### config.mk
export PLATFORM = sky130hd
export DESIGN_NAME = mma_ram
export DESIGN_NICKNAME = d
export VERILOG_FILES = /design/src/rtl/matrix_multiply_accumulate_macros.svh /design/src/rtl/mma_ram.sv
export SDC_FILE = /design/constraint.sdc
export NUM_CORES = 2
export LEC_CHECK = 0
export BUFFER_PORTS_ARGS = -buffer_cell sky130_fd_sc_hd__buf_2
export CORE_MARGIN = 1.5
export CORE_UTILIZATION = 45
export CTS_BUF_LIST = sky130_fd_sc_hd__clkbuf_8
export CTS_CLUSTER_SIZE = 12
export DETAILED_ROUTE_END_ITERATION = 10
export PLACE_DENSITY = 0.59
export SLEW_MARGIN = 20
export SYNTH_ARGS = -nofsm -noshare
export SYNTH_HDL_FRONTEND = slang
export SYNTH_SLANG_ARGS = --single-unit
export TNS_END_PERCENT = 5
### constraint.sdc
create_clock -name clk_i -period 9.85 [get_ports clk_i]
set_input_delay 0.4925 -clock clk_i [delete_from_list [all_inputs] [get_ports clk_i]]
set_output_delay 0.4925 -clock clk_i [all_outputs]
set_load 0.03 [all_outputs]
### src/rtl/matrix_multiply_accumulate_macros.svh
// ----------------------------------------------------------------------------
// Matrix multiply-accumulate assertion macros
// Shared concurrent assertion wrappers. Define NO_ASSERTIONS to drop them.
// ----------------------------------------------------------------------------
`ifndef MATRIX_MULTIPLY_ACCUMULATE_MACROS_SVH
`define MATRIX_MULTIPLY_ACCUMULATE_MACROS_SVH
`ifndef NO_ASSERTIONS
`define MMA_ASSERT(lbl, clk, rstn, prop) \
  lbl: assert property (@(posedge clk) disable iff (!rstn) prop) \
    else $error("mma: assertion failed");
`define MMA_NEVER(lbl, clk, rstn, cond) `MMA_ASSERT(lbl, clk, rstn, !(cond))
`else
`define MMA_ASSERT(lbl, clk, rstn, prop)
`define MMA_NEVER(lbl, clk, rstn, cond)
`endif
`endif

### src/rtl/mma_ram.sv
// ----------------------------------------------------------------------------
// Generic RAM
// One write port and one read port with a registered read.
// ----------------------------------------------------------------------------
`default_nettype none

module mma_ram #(
  parameter int Width = 32,
  parameter int Depth = 64
) (
  input  wire logic                     clk_i,
  input  wire logic                     we_i,
  input  wire logic [$clog2(Depth)-1:0] waddr_i,
  input  wire logic [Width-1:0]         wdata_i,
  input  wire logic                     re_i,
  input  wire logic [$clog2(Depth)-1:0] raddr_i,
  output logic      [Width-1:0]         rdata_o
);

  logic [Width-1:0] mem_q [Depth];

  always_ff @(posedge clk_i) begin
    if (we_i) begin
      mem_q[waddr_i] <= wdata_i;
    end
    if (re_i) begin
      rdata_o <= mem_q[raddr_i];
    end
  end

endmodule

`default_nettype wire

## Word-level counts from Yosys, hierarchy flattened

Memories as Yosys holds them, arrays and structs flattened. A register that Yosys moved wholly into a read port is not among the register bits.
Index checks and enable logic that the tools add are counted.

| operators by class | value |
|---|---|
| multiplexer cells | 2 |

Operator list:

| cell | number |
|---|---|
| $mux 1 | 2 |

| storage, ports and cells | value |
|---|---|
| output and inout bits | 32 |
| memories kept | 1 |
| bits in registers | 0 |
| bits in writable memories | 2,048 |

Memories:

| name | depth | bits a word | rd ports | clocked after memory_dff | wr ports | line | source |
|---|---|---|---|---|---|---|---|
| mem_q | 64 | 32 | 1 | 1 | 1 | mma_ram.sv:20 | `logic [Width-1:0] mem_q [Depth];` |

## Depth between registers and ports, before layout

| depth | value |
|---|---|
| depth after elaboration | 2 |
| gate-level depth with buffers | 10 |

## Worst setup path before layout

OpenSTA, ideal clock, no wires.

| timing path | value |
|---|---|
| kind | input -> register |
| start point | input port waddr_i[3] |
| end point | memory mem_q[48][0], enable pin |
| arrival time | 3.191 ns |
| setup time | 0.461 ns |
| required time | 9.389 ns |
| stages on the path | 4 |
| slack | 6.198 ns |
| path buffers | 1 |
| cell sequence | clkbuf_1 -> nor2b_1 -> nand4b_1 -> nor3_1 |

RTL lines:

| item | line | source |
|---|---|---|
| start: declaration | mma_ram.sv:13 | `input wire logic [$clog2(Depth)-1:0] waddr_i,` |
| end: declaration | mma_ram.sv:20 |  |

No word-level cell before the write port.

==> flow_metrics.env <==
export IMPL_synth_area_mm2=0.0788
export IMPL_wl_met1_mm=86.1
export IMPL_postCtsResizedCells=0
export IMPL_critical_path_required_ns=10.57
export IMPL_design_die_area_mm2=0.178
export IMPL_cp_end_kind="flop"
export IMPL_critical_path_top_delay_family="buffers and inverters"
export IMPL_path_cells="buf_8 -> buf_4 -> buf_4 -> mux4_2 -> o22ai_1 -> nor2_1 -> a21oi_1 -> nor2_1"
export IMPL_grt_pass1_wl_mm=293
export IMPL_detail_route_wirelength_mm=209
export IMPL_critical_path_arrival_ns=4.40
export IMPL_worst_hold_path_type="in2reg"
export IMPL_clock_sinks=2080
export IMPL_unrepaired_setup_endpoints_after_global_routing="no"
export IMPL_synth_seq_cells=2080
export IMPL_highest_layer="met5"
export IMPL_count_of_final_hold_check_violations=0
export IMPL_synth_fp_nets=3371
export IMPL_crit_fanout=55
export IMPL_final_period_minus_worst_setup_slack_ns=3.67
export IMPL_post_route_period_util=0.373
export IMPL_worstSetupPathDepth=8
export IMPL_hpwl_reported_at_the_end_of_detailed_placement_mm=108
export IMPL_initial_core_util=0.453
export IMPL_timing_fmax_mhz=272
export IMPL_finalSetupViolations=0
export IMPL_cts_hold_repair_buffers=0
export IMPL_clk_pin_slew_ns=0.06
export IMPL_chipWidth_um=422
export IMPL_final_core_density=0.509
export IMPL_worst_path_max_delay_cell="sky130_fd_sc_hd__buf_4"
export IMPL_post_cts_setup_buffer_count=0
export IMPL_numPortBuffers=78
export IMPL_hold_slack_ns=0.0495
export IMPL_vdd_ir_drop_worst_uv=107
export IMPL_layout_area_seq_mm2=0.0625
export IMPL_holdPathStages=1
export IMPL_reg2regPathDepth=4
export IMPL_io_pins=79
export IMPL_tightest_slew_ns=1.06
export IMPL_global_router_s_overall_resource_usage=0.236
export IMPL_syn_area_per_cell_um2=23.7
export IMPL_cap_viol_max_count=0
export IMPL_worstSetupStartpointType="primary input"
export IMPL_cts_tree="done"
export IMPL_placeableCoreArea_mm2=0.174
export IMPL_grt_overflow=0
export IMPL_clk_latency_ns=1.02
export IMPL_maxSlewViolCount=0
export IMPL_synth_distinct_cells=33
export IMPL_cts_inserted_buffers=340
export IMPL_clock_root_buffer="sky130_fd_sc_hd__clkbuf_8"
export IMPL_chipHeight_um=422
export IMPL_layout_nets=3743
export IMPL_run_status="complete, no violations"
export IMPL_clock_skew_final_ns=0.0579
export IMPL_antenna_found_initial=15
export IMPL_async_s_r_ff_share_synth=0
export IMPL_commonest_cells_after_routing_fill_and_taps_aside="sky130_fd_sc_hd__edfxtp_1, sky130_fd_sc_hd__mux4_2, sky130_fd_sc_hd__clkbuf_8, sky130_fd_sc_hd__buf_4, sky130_fd_sc_hd__clkinv_1"
export IMPL_power_static_leakage_nw=27.7
export IMPL_detailroute_wirelength_met2_mm=99.9
export IMPL_syn_instance_count=3324
export IMPL_synthFlopType="sky130_fd_sc_hd__edfxtp_1"
export IMPL_drt_drc=0
export IMPL_placement_rows=153
export IMPL_grt_pass1_vias=38500
export IMPL_multi_input_comb_area_mm2=0.0160
export IMPL_number_of_enable_type_register_cells_in_the_synthesized_netlist=2080
export IMPL_maximum_number_of_pins_on_one_net_before_global_route_repair=94
export IMPL_drive_gt1_frac=0.308
export IMPL_final_setup_worst_slack_ns=6.18
export IMPL_cts_htree_levels=5
export IMPL_route_vias_total=37800
export IMPL_layout_cells_most_common="sky130_fd_sc_hd__edfxtp_1"
export IMPL_detail_route_wl_per_cell_um=33.5
export IMPL_layout_area_overhead_vs_synth_pct=12.3
export IMPL_met3_wire_length_mm=18.0
export IMPL_aggregate_negative_setup_slack_ns=0
export IMPL_final_fill_count=13600
export IMPL_critical_path_class="in2reg"
export IMPL_critical_path_max_stage_delay_ns=0.84
export IMPL_post_place_ws_ns=4.99
export IMPL_slew_hr=0.287
export IMPL_detail_route_first_pass_iterations=7
export IMPL_antenna_left=0
export IMPL_number_of_buffers_between_clock_root_and_the_deepest_sink=4
export IMPL_critical_path_buf_inv_count=3
export IMPL_total_number_of_yosys_warnings=0
export IMPL_dr_first_iter_drc_count=4806
export IMPL_sequential_to_total_area_share_from_yosys_stat=0.792
export IMPL_post_drt_via_cell_ratio=6.04
export IMPL_power_per_cell_area_mw_per_mm2=196
export IMPL_place_congestion=0.800
final cells by class:
type / count / area share
Tap cell: 2325 / 0.0329
Clock inverter: 220 / 0.0103
Sequential cell: 2080 / 0.705
Multi-Input combinational cell: 1062 / 0.180
Timing Repair Buffer: 212 / 0.0167
Antenna cell: 11 / 0.000311
Clock buffer: 347 / 0.0539
through the flow:
stage          power, mW  instances  area (µm²)
2_1_floorplan       10.5       3324       78800
3_3_place_gp        11.0       5679       82800
3_5_place_dp        11.0       5679       82800
4_1_cts             17.5       6246       88500
5_1_grt             17.9       6248       88500
6_report            17.3       6257       88500
cells by family after synthesis:
kind of cell / synth area share
buffers and inverters: 0.0112
AOI/OAI and AO/OA: 0.0167
muxes: 0.167
and+or+nand+nor: 0.0126
DFF: 0.792
metal layers:
metal / up-vias / global-route usage
met5: - / 0
met1: 20500 / 0.340
met2: 1855 / 0.367
met4: 2 / 0.0735
li1: 15100 / -
met3: 277 / 0.0469
flip-flops by register name, indices dropped and copies added (netlist names):
| register | flops |
|---|---|
| mem_q | 2048 |
| rdata_o | 32 |
power by group:
part / total (mW) / leakage, nW / switching (mW) / internal (mW)
Sequential: 9.86 / 18.7 / 0.0329 / 9.82
Clock: 6.52 / 3.25 / 3.25 / 3.27
Combinational: 0.941 / 5.70 / 0.623 / 0.318
worst paths after layout:
kind         slack, ns                     from               endpoint
min reg2reg       0.85   mem_q[28][4]$_DFFE_PP_   rdata_o[4]$_DFFE_PP_
min               0.05               wdata_i[7]  mem_q[9][7]$_DFFE_PP_
max               6.18               raddr_i[0]   rdata_o[2]$_DFFE_PP_
max reg2reg       7.15  mem_q[31][21]$_DFFE_PP_  rdata_o[21]$_DFFE_PP_
synth_stat cells (2+ instances only):
| cell type | n | area [µm²] |
|---|---|---|
| sky130_fd_sc_hd__a41o_1 | 4 | 40.0 |
| sky130_fd_sc_hd__nand3b_1 | 5 | 37.5 |
| sky130_fd_sc_hd__o32ai_1 | 4 | 35.0 |
| sky130_fd_sc_hd__o221ai_1 | 27 | 236 |
| sky130_fd_sc_hd__mux2i_1 | 93 | 931 |
| sky130_fd_sc_hd__buf_2 | 57 | 285 |
| sky130_fd_sc_hd__a21oi_1 | 62 | 310 |
| sky130_fd_sc_hd__buf_4 | 25 | 188 |
| sky130_fd_sc_hd__edfxtp_1 | 2080 | 62500 |
| sky130_fd_sc_hd__clkbuf_1 | 74 | 278 |
| sky130_fd_sc_hd__or3b_1 | 2 | 17.5 |
| sky130_fd_sc_hd__buf_1 | 21 | 78.8 |
| sky130_fd_sc_hd__nand2_1 | 26 | 97.6 |
| sky130_fd_sc_hd__or3_1 | 3 | 18.8 |
| sky130_fd_sc_hd__or3b_2 | 3 | 26.3 |
| sky130_fd_sc_hd__a22oi_1 | 12 | 90.1 |
| sky130_fd_sc_hd__a311oi_1 | 8 | 70.1 |
| sky130_fd_sc_hd__nand2b_1 | 8 | 50.1 |
| sky130_fd_sc_hd__o22ai_1 | 84 | 526 |
| sky130_fd_sc_hd__nor3_1 | 7 | 35.0 |
| sky130_fd_sc_hd__buf_6 | 5 | 56.3 |
| sky130_fd_sc_hd__nand4_1 | 2 | 12.5 |
| sky130_fd_sc_hd__nor2b_1 | 15 | 93.8 |
| sky130_fd_sc_hd__and3_1 | 4 | 25.0 |
| sky130_fd_sc_hd__nor2_1 | 137 | 514 |
| sky130_fd_sc_hd__and2_1 | 2 | 12.5 |
| sky130_fd_sc_hd__nand3_1 | 5 | 25.0 |
| sky130_fd_sc_hd__mux4_2 | 544 | 12300 |
Note: power is estimated with default switching activity, not from simulation.
