===== src/rtl/matrix_multiply_accumulate_macros.svh =====
// ----------------------------------------------------------------------------
// Matrix multiply-accumulate assertion macros
// Shared concurrent assertion wrappers. Define NO_ASSERTIONS to drop them.
// ----------------------------------------------------------------------------
`ifndef MATRIX_MULTIPLY_ACCUMULATE_MACROS_SVH
`define MATRIX_MULTIPLY_ACCUMULATE_MACROS_SVH
`ifndef NO_ASSERTIONS
`define MMA_ASSERT(lbl, clk, rstn, prop) \
  lbl: assert property (@(posedge clk) disable iff (!rstn) prop) \
    else $error("mma: assertion failed");
`define MMA_NEVER(lbl, clk, rstn, cond) `MMA_ASSERT(lbl, clk, rstn, !(cond))
`else
`define MMA_ASSERT(lbl, clk, rstn, prop)
`define MMA_NEVER(lbl, clk, rstn, cond)
`endif
`endif


===== src/rtl/mma_pkg.sv =====
// ----------------------------------------------------------------------------
// Matrix multiply-accumulate package
// Field types, request codes and status types shared by the block.
// ----------------------------------------------------------------------------
`default_nettype none

package mma_pkg;

  localparam int DimDefault  = 8;
  localparam int SizeReset   = 8;

  typedef logic [2:0]  mode_t;
  typedef logic [2:0]  idx_t;
  typedef logic [31:0] word_t;
  typedef logic [3:0]  size_t;

  localparam mode_t ModeWrA  = 3'd0;
  localparam mode_t ModeWrB  = 3'd1;
  localparam mode_t ModeWrC  = 3'd2;
  localparam mode_t ModeAcc  = 3'd3;
  localparam mode_t ModeRdC  = 3'd4;

  typedef struct packed {
    logic busy;
    logic rd_en;
    logic c_we;
  } seq_stat_t;

endpackage

`default_nettype wire


===== src/rtl/mma_seq.sv =====
// ----------------------------------------------------------------------------
// Matrix multiply-accumulate sequencer
// Walks the output elements, streams A and B reads into a registered
// multiplier and an accumulator, and writes each finished sum back to C.
// ----------------------------------------------------------------------------
`default_nettype none

module mma_seq #(
  parameter int Dim = mma_pkg::DimDefault
) (
  input  wire logic                          clk_i,
  input  wire logic                          rst_ni,
  input  wire logic                          start_i,
  input  wire logic [$clog2(Dim+1)-1:0]      size_i,
  input  wire mma_pkg::word_t                a_rdata_i,
  input  wire mma_pkg::word_t                b_rdata_i,
  input  wire mma_pkg::word_t                c_rdata_i,
  output logic      [$clog2(Dim*Dim)-1:0]    a_raddr_o,
  output logic      [$clog2(Dim*Dim)-1:0]    b_raddr_o,
  output logic      [$clog2(Dim*Dim)-1:0]    c_raddr_o,
  output logic      [$clog2(Dim*Dim)-1:0]    c_waddr_o,
  output mma_pkg::word_t                     c_wdata_o,
  output mma_pkg::seq_stat_t                 stat_o
);
  import mma_pkg::*;

`include "matrix_multiply_accumulate_macros.svh"

  localparam int Aw = $clog2(Dim * Dim);
  localparam int Iw = $clog2(Dim);
  localparam int Cw = $clog2(Dim + 1);

  localparam logic [1:0] StIdle  = 2'd0;
  localparam logic [1:0] StIssue = 2'd1;
  localparam logic [1:0] StDrain = 2'd2;

  logic [1:0]    state_q, state_d;
  logic [Cw-1:0] n_q, n_d;
  logic [Iw-1:0] i_q, i_d, j_q, j_d, k_q, k_d;
  logic          s1_vld_q, s1_first_q, s1_last_q;
  logic          p_vld_q, p_last_q;
  word_t         prod_q, acc_q;
  logic          k_last, j_last, i_last, wb;

  assign k_last = (Cw'(k_q) + Cw'(1)) == n_q;
  assign j_last = (Cw'(j_q) + Cw'(1)) == n_q;
  assign i_last = (Cw'(i_q) + Cw'(1)) == n_q;
  assign wb     = p_vld_q && p_last_q;

  always_comb begin
    state_d = state_q;
    n_d     = n_q;
    i_d     = i_q;
    j_d     = j_q;
    k_d     = k_q;
    unique case (state_q)
      StIdle: begin
        if (start_i && (size_i != '0)) begin
          n_d     = size_i;
          i_d     = '0;
          j_d     = '0;
          k_d     = '0;
          state_d = StIssue;
        end
      end
      StIssue: begin
        k_d = k_q + Iw'(1);
        if (k_last) begin
          state_d = StDrain;
        end
      end
      StDrain: begin
        if (wb) begin
          k_d     = '0;
          state_d = StIssue;
          if (j_last) begin
            j_d = '0;
            if (i_last) begin
              state_d = StIdle;
            end else begin
              i_d = i_q + Iw'(1);
            end
          end else begin
            j_d = j_q + Iw'(1);
          end
        end
      end
      default: state_d = StIdle;
    endcase
  end

  always_ff @(posedge clk_i or negedge rst_ni) begin
    if (!rst_ni) begin
      state_q    <= StIdle;
      n_q        <= '0;
      i_q        <= '0;
      j_q        <= '0;
      k_q        <= '0;
      s1_vld_q   <= 1'b0;
      s1_first_q <= 1'b0;
      s1_last_q  <= 1'b0;
      p_vld_q    <= 1'b0;
      p_last_q   <= 1'b0;
    end else begin
      state_q    <= state_d;
      n_q        <= n_d;
      i_q        <= i_d;
      j_q        <= j_d;
      k_q        <= k_d;
      s1_vld_q   <= (state_q == StIssue);
      s1_first_q <= (state_q == StIssue) && (k_q == '0);
      s1_last_q  <= (state_q == StIssue) && k_last;
      p_vld_q    <= s1_vld_q;
      p_last_q   <= s1_last_q;
    end
  end

  always_ff @(posedge clk_i) begin
    prod_q <= a_rdata_i * b_rdata_i;
    if (s1_first_q) begin
      acc_q <= c_rdata_i;
    end else if (p_vld_q) begin
      acc_q <= acc_q + prod_q;
    end
  end

  assign a_raddr_o = Aw'(32'(i_q) * Dim + 32'(k_q));
  assign b_raddr_o = Aw'(32'(k_q) * Dim + 32'(j_q));
  assign c_raddr_o = Aw'(32'(i_q) * Dim + 32'(j_q));
  assign c_waddr_o = c_raddr_o;
  assign c_wdata_o = acc_q + prod_q;

  assign stat_o.busy  = (state_q != StIdle);
  assign stat_o.rd_en = (state_q == StIssue);
  assign stat_o.c_we  = wb;

  `MMA_NEVER(a_acc_collide, clk_i, rst_ni, s1_first_q && p_vld_q)
  `MMA_ASSERT(a_issue_feeds, clk_i, rst_ni, (state_q == StIssue) |=> s1_vld_q)
  `MMA_ASSERT(a_wb_in_drain, clk_i, rst_ni, wb |-> (state_q == StDrain))
  `MMA_ASSERT(a_start_idle, clk_i, rst_ni, start_i |-> (state_q == StIdle))

endmodule

`default_nettype wire


===== config.mk =====
export PLATFORM = sky130hd
export DESIGN_NAME = mma_seq
export DESIGN_NICKNAME = d
export VERILOG_FILES = /design/src/rtl/mma_pkg.sv /design/src/rtl/mma_seq.sv
export VERILOG_INCLUDE_DIRS = /design/src /design/src/rtl
export SDC_FILE = /design/constraint.sdc
export NUM_CORES = 1
export LEC_CHECK = 0
export BUFFER_PORTS_ARGS = -buffer_cell sky130_fd_sc_hd__buf_2
export CORE_MARGIN = 2
export CORE_UTILIZATION = 45
export DETAILED_ROUTE_END_ITERATION = 10
export PLACE_DENSITY = 0.7
export RECOVER_POWER = 50
export SYNTH_ARGS = -nofsm -noshare
export SYNTH_HDL_FRONTEND = slang
export SYNTH_SLANG_ARGS = --single-unit

===== constraint.sdc =====
create_clock -name clk_i -period 7 [get_ports clk_i]
set_input_delay 0.35 -clock clk_i [delete_from_list [all_inputs] [get_ports clk_i]]
set_output_delay 0.35 -clock clk_i [all_outputs]
set_load 0.1 [all_outputs]

== Word-level counts from Yosys, hierarchy flattened ==
Cells that the tools add are included.
Word-level totals
  output and inout port bits: 59
  register bits after elaboration: 84
Cells by class
  reduce and logical (&&, ||, !) cells: 16
  muxes and demuxes: 18
  multipliers: 1
  add/subtract/negate cells: 10
  equal/unequal tests: 10
Operators with widths (number)
  two-way mux 32 bit: 2
  adder 32 bit: 1
  multiplier 32 x 32 -> 32 bit: 1
  two-way mux 3 bit: 7
  adder 6 x 3 -> 6 bit: 3
  adder 3 x 1 -> 4 bit (second input constant): 3
  == test 4 bit: 3
  case mux 3 bit (2 select lines): 2
  adder 3 x 1 -> 3 bit (second input constant): 3
  case mux 3 bit (3 select lines): 1
  AND reduction 3 bit: 3
  != test 2 bit (second input constant): 4
  two-way mux 2 bit: 3
  case mux 2 bit (3 select lines): 1
  nonzero test 2 bit: 3
  AND reduction 5 bit: 1
  logical AND 1 bit: 4
  nonzero test 4 bit: 1
  logical NOT 3 bit: 1
  nonzero test 3 bit: 1
  == test 2 x 1 -> 1 bit (second input constant): 1
  == test 2 bit (second input constant): 1
  logical NOT 2 bit: 1
  two-way mux 1 bit: 2
  other kinds (2): 2

== Longest topological paths before layout ==
Gate-level depths: netlist (run 1).
  depth in word-level cells: 6
  depth in mapped cells: 27
  mapped depth without buffers: 26

== Least setup slack after synthesis (run 1) ==
No wires, ideal clock.
  path kind: in2reg
  start point: in b_rdata_i[3]
  end point: reg prod_q[30]
  arrival time: 6837 ps
  required time: 6881 ps
  stages: 25
  path buffers: 2
  setup time: 119 ps
  setup slack: 45 ps
  path through: clkbuf_1 clkbuf_1 and2_1 fa_1 inv_1 fa_1 fa_1 fa_1 inv_1 fa_1 inv_1 fa_1 inv_1 fa_1 inv_1 fa_1 inv_1 ha_1 nor2b_1 o21ai_0 o311ai_1 o31a_1 a221o_1 o41a_1 xor2_1
Between the ends
  cells in the longest elaborated chain, start to end: 1
Ends and longest elaborated chain
  from (decl): line mma_seq.sv:16  | input wire mma_pkg::word_t b_rdata_i,
  multiplier 32 x 32 -> 32 bit: line mma_seq.sv:119  | prod_q <= a_rdata_i * b_rdata_i;
  to (signal assigned): line mma_seq.sv:119
  to (decl): line mma_seq.sv:42  | word_t prod_q, acc_q;
Every way passes these cells.
A chain may end at the register's enable or synchronous reset.

== Worst setup path after layout (run 1) ==
Same ends and word-level chain as after synthesis.

==> results of run 1 <==
==> logic make-up after synthesis <==
kind of cell,count (synthesis),synth area share
buf+inv,528,0.1002
flops,84,0.1030
xor+xnor,125,0.05364
simple gates,701,0.1714
compound gates,174,0.05929
fa+ha+maj,567,0.4981
mux,26,0.01435
==> cell usage after synthesis (3+ instances only) <==
master / n / area (um^2)
inv_1: 417 / 1565
fa_1: 409 / 8188
nand2_1: 304 / 1141
and2_1: 284 / 1777
ha_1: 158 / 1977
xnor2_1: 91 / 797.0
clkbuf_1: 90 / 337.8
a21oi_1: 42 / 210.2
nor2_1: 40 / 150.1
xor2_1: 34 / 297.8
dfxtp_1: 32 / 640.6
edfxtp_1: 32 / 960.9
mux2_2: 26 / 292.8
o21ai_0: 26 / 130.1
dfrtp_1: 20 / 500.5
a21o_1: 18 / 135.1
buf_4: 17 / 127.6
nand3_1: 17 / 85.08
nor3_1: 15 / 75.07
o21a_1: 15 / 112.6
nand4_1: 10 / 62.56
nand2b_1: 8 / 50.05
o21ai_1: 8 / 40.04
or2_2: 8 / 50.05
a211oi_1: 7 / 52.55
o21bai_1: 6 / 45.04
a21boi_0: 5 / 37.54
a22o_1: 4 / 35.03
a31oi_1: 4 / 25.02
nor2b_1: 4 / 25.02
o22ai_1: 4 / 25.02
o31a_1: 4 / 35.03
o31ai_1: 4 / 30.03
buf_1: 3 / 11.26
nor3b_1: 3 / 22.52
o41ai_2: 3 / 48.80
==> cell type report <==
type | count | area, um^2
Clock buffer | 11 | 254.0
Sequential cell | 84 | 2102
Inverter | 418 | 1569
Multi-Input combinational cell | 1593 | 16260
Clock inverter | 5 | 41.29
Timing Repair Buffer | 223 | 1294
Tap cell | 600 | 750.7
Fill cell | 4218 | 22820
==> layer usage <==
metal | track usage | vias to the layer above | part of all wire
li1 | - | 6895 | -
met3 | 0.02418 | 120 | 0.065
met1 | 0.3130 | 7751 | 0.42
met4 | 0.09087 | 2 | 0.035
met2 | 0.4124 | 569 | 0.48
met5 | 0 | - | 0.00024
==> worst max path at each step <==
stage / slack (ps) / depth (start not counted) / from / endpoint
finish: 350 / 24 / b_rdata_i[3] / prod_q[30]
global route: 130 / 22 / b_rdata_i[6] / prod_q[31]
CTS: 390 / 24 / b_rdata_i[3] / prod_q[30]
detailed placement: -9 / 24 / b_rdata_i[3] / prod_q[30]
global placement: 100 / 24 / a_rdata_i[16] / prod_q[30]
floorplan: 40 / 25 / b_rdata_i[3] / prod_q[30]
==> stage by stage <==
step	setup WS (ps)	TNS, ps	area, um^2	hold WS (ps)	util
floorplan	44.77	0	20410	54.41	-
global placement	99.94	0	22010	318.6	0.4881
CTS	394.0	0	22310	229.5	0.4949
global route	126.3	0	22270	248.2	0.4940
detailed placement	-9.229	-9.229	22010	321.6	0.4881
finish	352.8	0	22270	245.6	0.4940
==> critical path: stages <==
cell      delay, ps
buf_2           170
and2_1          170
fa_1            510
inv_1            50
fa_1            530
fa_1            470
fa_1            570
inv_1            60
fa_1            490
inv_1            50
fa_1            520
inv_1            50
fa_1            480
inv_1            50
fa_1            470
inv_1            40
ha_1            300
nor2b_1         140
o21ai_0         150
o311ai_1        150
o31a_1          280
a221o_1         330
o41a_1          330
xor2_1          150
==> state kept, by name, summed over array words and instances (netlist names), 2 cells and up <==
register,flops
acc_q,32
prod_q,32
n_q,4
i_q,3
j_q,3
k_q,3
state_q,2
==> results.ini, run 1 <==
[status]
status=finished, violations left
violations=max-capacitance violations, max-slew violations

[setup_path]
r2r_cells=1
cp.arrival_ps=6880
required_ps=7240
end_kind=flip-flop
path_max_fanout=9
rrSetupSlack_ps=3950
r2r-start=s1_first_q
cp-start-kind=input port
worstReg2RegEnd=acc_q[5]
crit_type=in -> reg

[placed_design]
placedCellCount=2917
io_buffers=161
hpwl_mm=45.29
globalplace.congestion=0.9046

[sta]
slew-limit-headroom=-0.5850
fin_worst_skew_ps=8.870
slew_violations=33
worstMarginPinSlew_ps=2377
period_share=0.9496
rsz0062_at_grt=false
fmax_ghz=0.1504
hold_viol_final=0
min_period_ps=6647
finalSetupViolations=0

[detailed_routing]
wl_per_cell_um=18.45
wirelength_mm=54.14
via_count=15340
drtIter0Drc=1025
drtAntennaViolNets=0
drt_first_pass_iters=5
via_per_inst=5.227
drc=0

[die]
core_um2=45090
start_util=0.4526
dieArea_um2=47070
die_y_um=217.0
fp-row-count=78
pin_count=162
die_w_um=217.0

[logic_synthesis]
synth-edff-count=32
postSynthCellCount=2205
async_reset_ff_frac=0.2381
avgSynthCellArea_um2=9.255
synth_ff_type=edfxtp_1
synth_area_um2=20410
yosysWarnings=0
synth_cell_types=63
synth-seq-cells=84
syn_nets=2875
ys_seq_area_frac=0.1030

[finish]
final_common_cell=inv_1
fin_cells=2934
num_antenna_cells=0
fin_nets=2999
drive_gt1_frac=0.1080
syn2layout_area_growth_pct=9.129
layout_common_cells=inv_1, fa_1, nand2_1, and2_1, ha_1

[job]
cap_violations=1

[clocking]
cts_buffers=9
cts_root_buf=clkbuf_16
clockBufferDepth=2
cts.htree.levels=3
postCtsHoldBufs=1
postCtsSetupBuffers=0
worstSkewPairLatency_ps=360
cts_resized=0
clk_pin_slew_ps=60
clkSinkCount=84
cts_tree=done

[global_route]
grt_max_degree=33
grt_pass1_wl_mm=88.13
grt_antenna_before_repair=1
grt_usage=0.2396
first_global_vias=16880
overflow=0

[worst_hold_path]
hold_depth=2
min_to=n_q[1]
hold_start=size_i[1]
hold_class=in -> reg

Power of run 1 is left out: the tool's default activity adds up to more than one toggle a clock period on the data nets, which glitch-free logic cannot reach.
==> run 2: changes to the inputs <==
RECOVER_POWER = 100   (was 50)
==> results.ini, run 2 (synthesized netlist as in run 1, its figures left out) <==
[global_route]
first_global_vias=16880  ; unchanged
grt_max_degree=33  ; unchanged
overflow=0  ; unchanged
grt_pass1_wl_mm=88.13  ; unchanged
grt_usage=0.2396  ; unchanged
grt_antenna_before_repair=1  ; unchanged

[detailed_routing]
via_per_inst=5.206  ; was 5.227
via_count=15270  ; was 15340
drtAntennaViolNets=0  ; unchanged
drc=0  ; unchanged
wl_per_cell_um=18.48  ; was 18.45 um
drt_first_pass_iters=5  ; unchanged
wirelength_mm=54.21  ; was 54.14 mm
drtIter0Drc=1089  ; was 1025

[clocking]
clk_pin_slew_ps=70  ; was 60 ps
postCtsSetupBuffers=0  ; unchanged
worstSkewPairLatency_ps=360  ; about the same
cts_resized=0  ; unchanged
cts.htree.levels=3  ; unchanged
clockBufferDepth=2  ; unchanged
cts_root_buf=clkbuf_16  ; unchanged
cts_buffers=9  ; unchanged
cts_tree=done  ; unchanged
clkSinkCount=84  ; unchanged

[die]
die_w_um=217.0  ; unchanged
dieArea_um2=47070  ; unchanged
pin_count=162  ; unchanged
core_um2=45090  ; unchanged
fp-row-count=78  ; unchanged
start_util=0.4526  ; unchanged
die_y_um=217.0  ; unchanged

[sta]
rsz0062_at_grt=false  ; unchanged
period_share=0.9516  ; was 0.9496
slew_violations=33  ; unchanged
fin_hold_ws_ps=243.5  ; was 245.6 ps
slew-limit-headroom=-0.6001  ; was -0.5850
fin_worst_skew_ps=9.033  ; was 8.870 ps
fmax_ghz=0.1501  ; was 0.1504 GHz
worstMarginPinSlew_ps=2400  ; was 2377 ps
finalSetupViolations=0  ; unchanged
hold_viol_final=0  ; unchanged
setup_tns_ps=0  ; unchanged
min_period_ps=6661  ; was 6647 ps

[finish]
reg_top3=acc_q (32), prod_q (32), n_q (4)  ; unchanged
num_antenna_cells=0  ; unchanged
layout_common_cells=inv_1, fa_1, nand2_1, and2_1, ha_1  ; unchanged
fill_cells=4246  ; was 4218
utilization=0.4921  ; was 0.4940
fin_nets=2999  ; unchanged
final_common_cell=inv_1  ; unchanged
fin_cells=2934  ; unchanged
syn2layout_area_growth_pct=8.730  ; was 9.129%
drive_gt1_frac=0.08869  ; was 0.1080

[setup_path]
path_max_fanout=9  ; unchanged
required_ps=7240  ; about the same
rrSetupSlack_ps=3460  ; was 3950 ps
end_kind=flip-flop  ; unchanged
cp.arrival_ps=6900  ; was 6880 ps
cp-start-kind=input port  ; unchanged
crit_type=in -> reg  ; unchanged

[placed_design]
io_buffers=161  ; unchanged
placedCellCount=2917  ; unchanged
globalplace.congestion=0.9046  ; unchanged
hpwl_mm=45.29  ; unchanged

[worst_hold_path]
hold_class=in -> reg  ; unchanged

[job]
cap_violations=1  ; unchanged

[status]
status=finished, violations left  ; unchanged
violations=max-capacitance violations, max-slew violations  ; unchanged

[run 2: final cells by class]
cell class | instances | area [um^2] | area share
clock buffer | 11 | 254.0 | 0.01145
clock inverter | 5 | 41.29 | 0.001861
inverter | 418 | 1569 | 0.07071
multi-input combinational | 1593 | 16220 | 0.7311
sequential | 84 | 2102 | 0.09473
tap | 600 | 750.7 | 0.03383
timing repair buffer | 223 | 1250 | 0.05633
[run 2: path summary, 6_finish.rpt]
kind / startpoint / end / cells after the start
setup / recovery: b_rdata_i[3] / prod_q[30] / 24
hold / removal: size_i[1] / n_q[1] / 2
setup reg to reg: acc_q[0] / acc_q[20] / 11
hold reg to reg: s1_last_q / p_last_q / 0
max in group asynchronous: rst_ni / n_q[0] / 2
min in group asynchronous: rst_ni / i_q[2] / 2
[run 2: per-layer routing]
metal / GRT usage / part of all wire
met2: 0.4124 / 0.48
met1: 0.3130 / 0.42
met3: 0.02418 / 0.062
met4: 0.09087 / 0.036
met5: 0 / 0.00024
[run 2: timing repair]
action / 4_1_cts / 5_1_grt
setup endpoints to repair: 0 / 0
hold buffers: 1 / 0
endpoints found under the hold margin: 20 / 0
[run 2: worst max-delay path, cell delays in order]
cell and delay, ps:
buf_2 170, and2_1 170, fa_1 510, inv_1 50
fa_1 530, fa_1 470, fa_1 570, inv_1 60
fa_1 490, inv_1 50, fa_1 520, inv_1 50
fa_1 480, inv_1 50, fa_1 470, inv_1 40
ha_1 300, nor2b_1 140, o21ai_0 150, o311ai_1 150
o31a_1 290, a221o_1 330, o41a_1 330, xor2_1 150
[run 2: stage by stage]
step / setup WS (ps) / area (um^2)
detailed placement: -9.229 / 22010
global route: 67.77 / 22190
CTS: 394.0 / 22310
floorplan: 44.77 / 20410
finish: 338.9 / 22190
global placement: 99.94 / 22010
Power of run 2 is left out for the same reason.
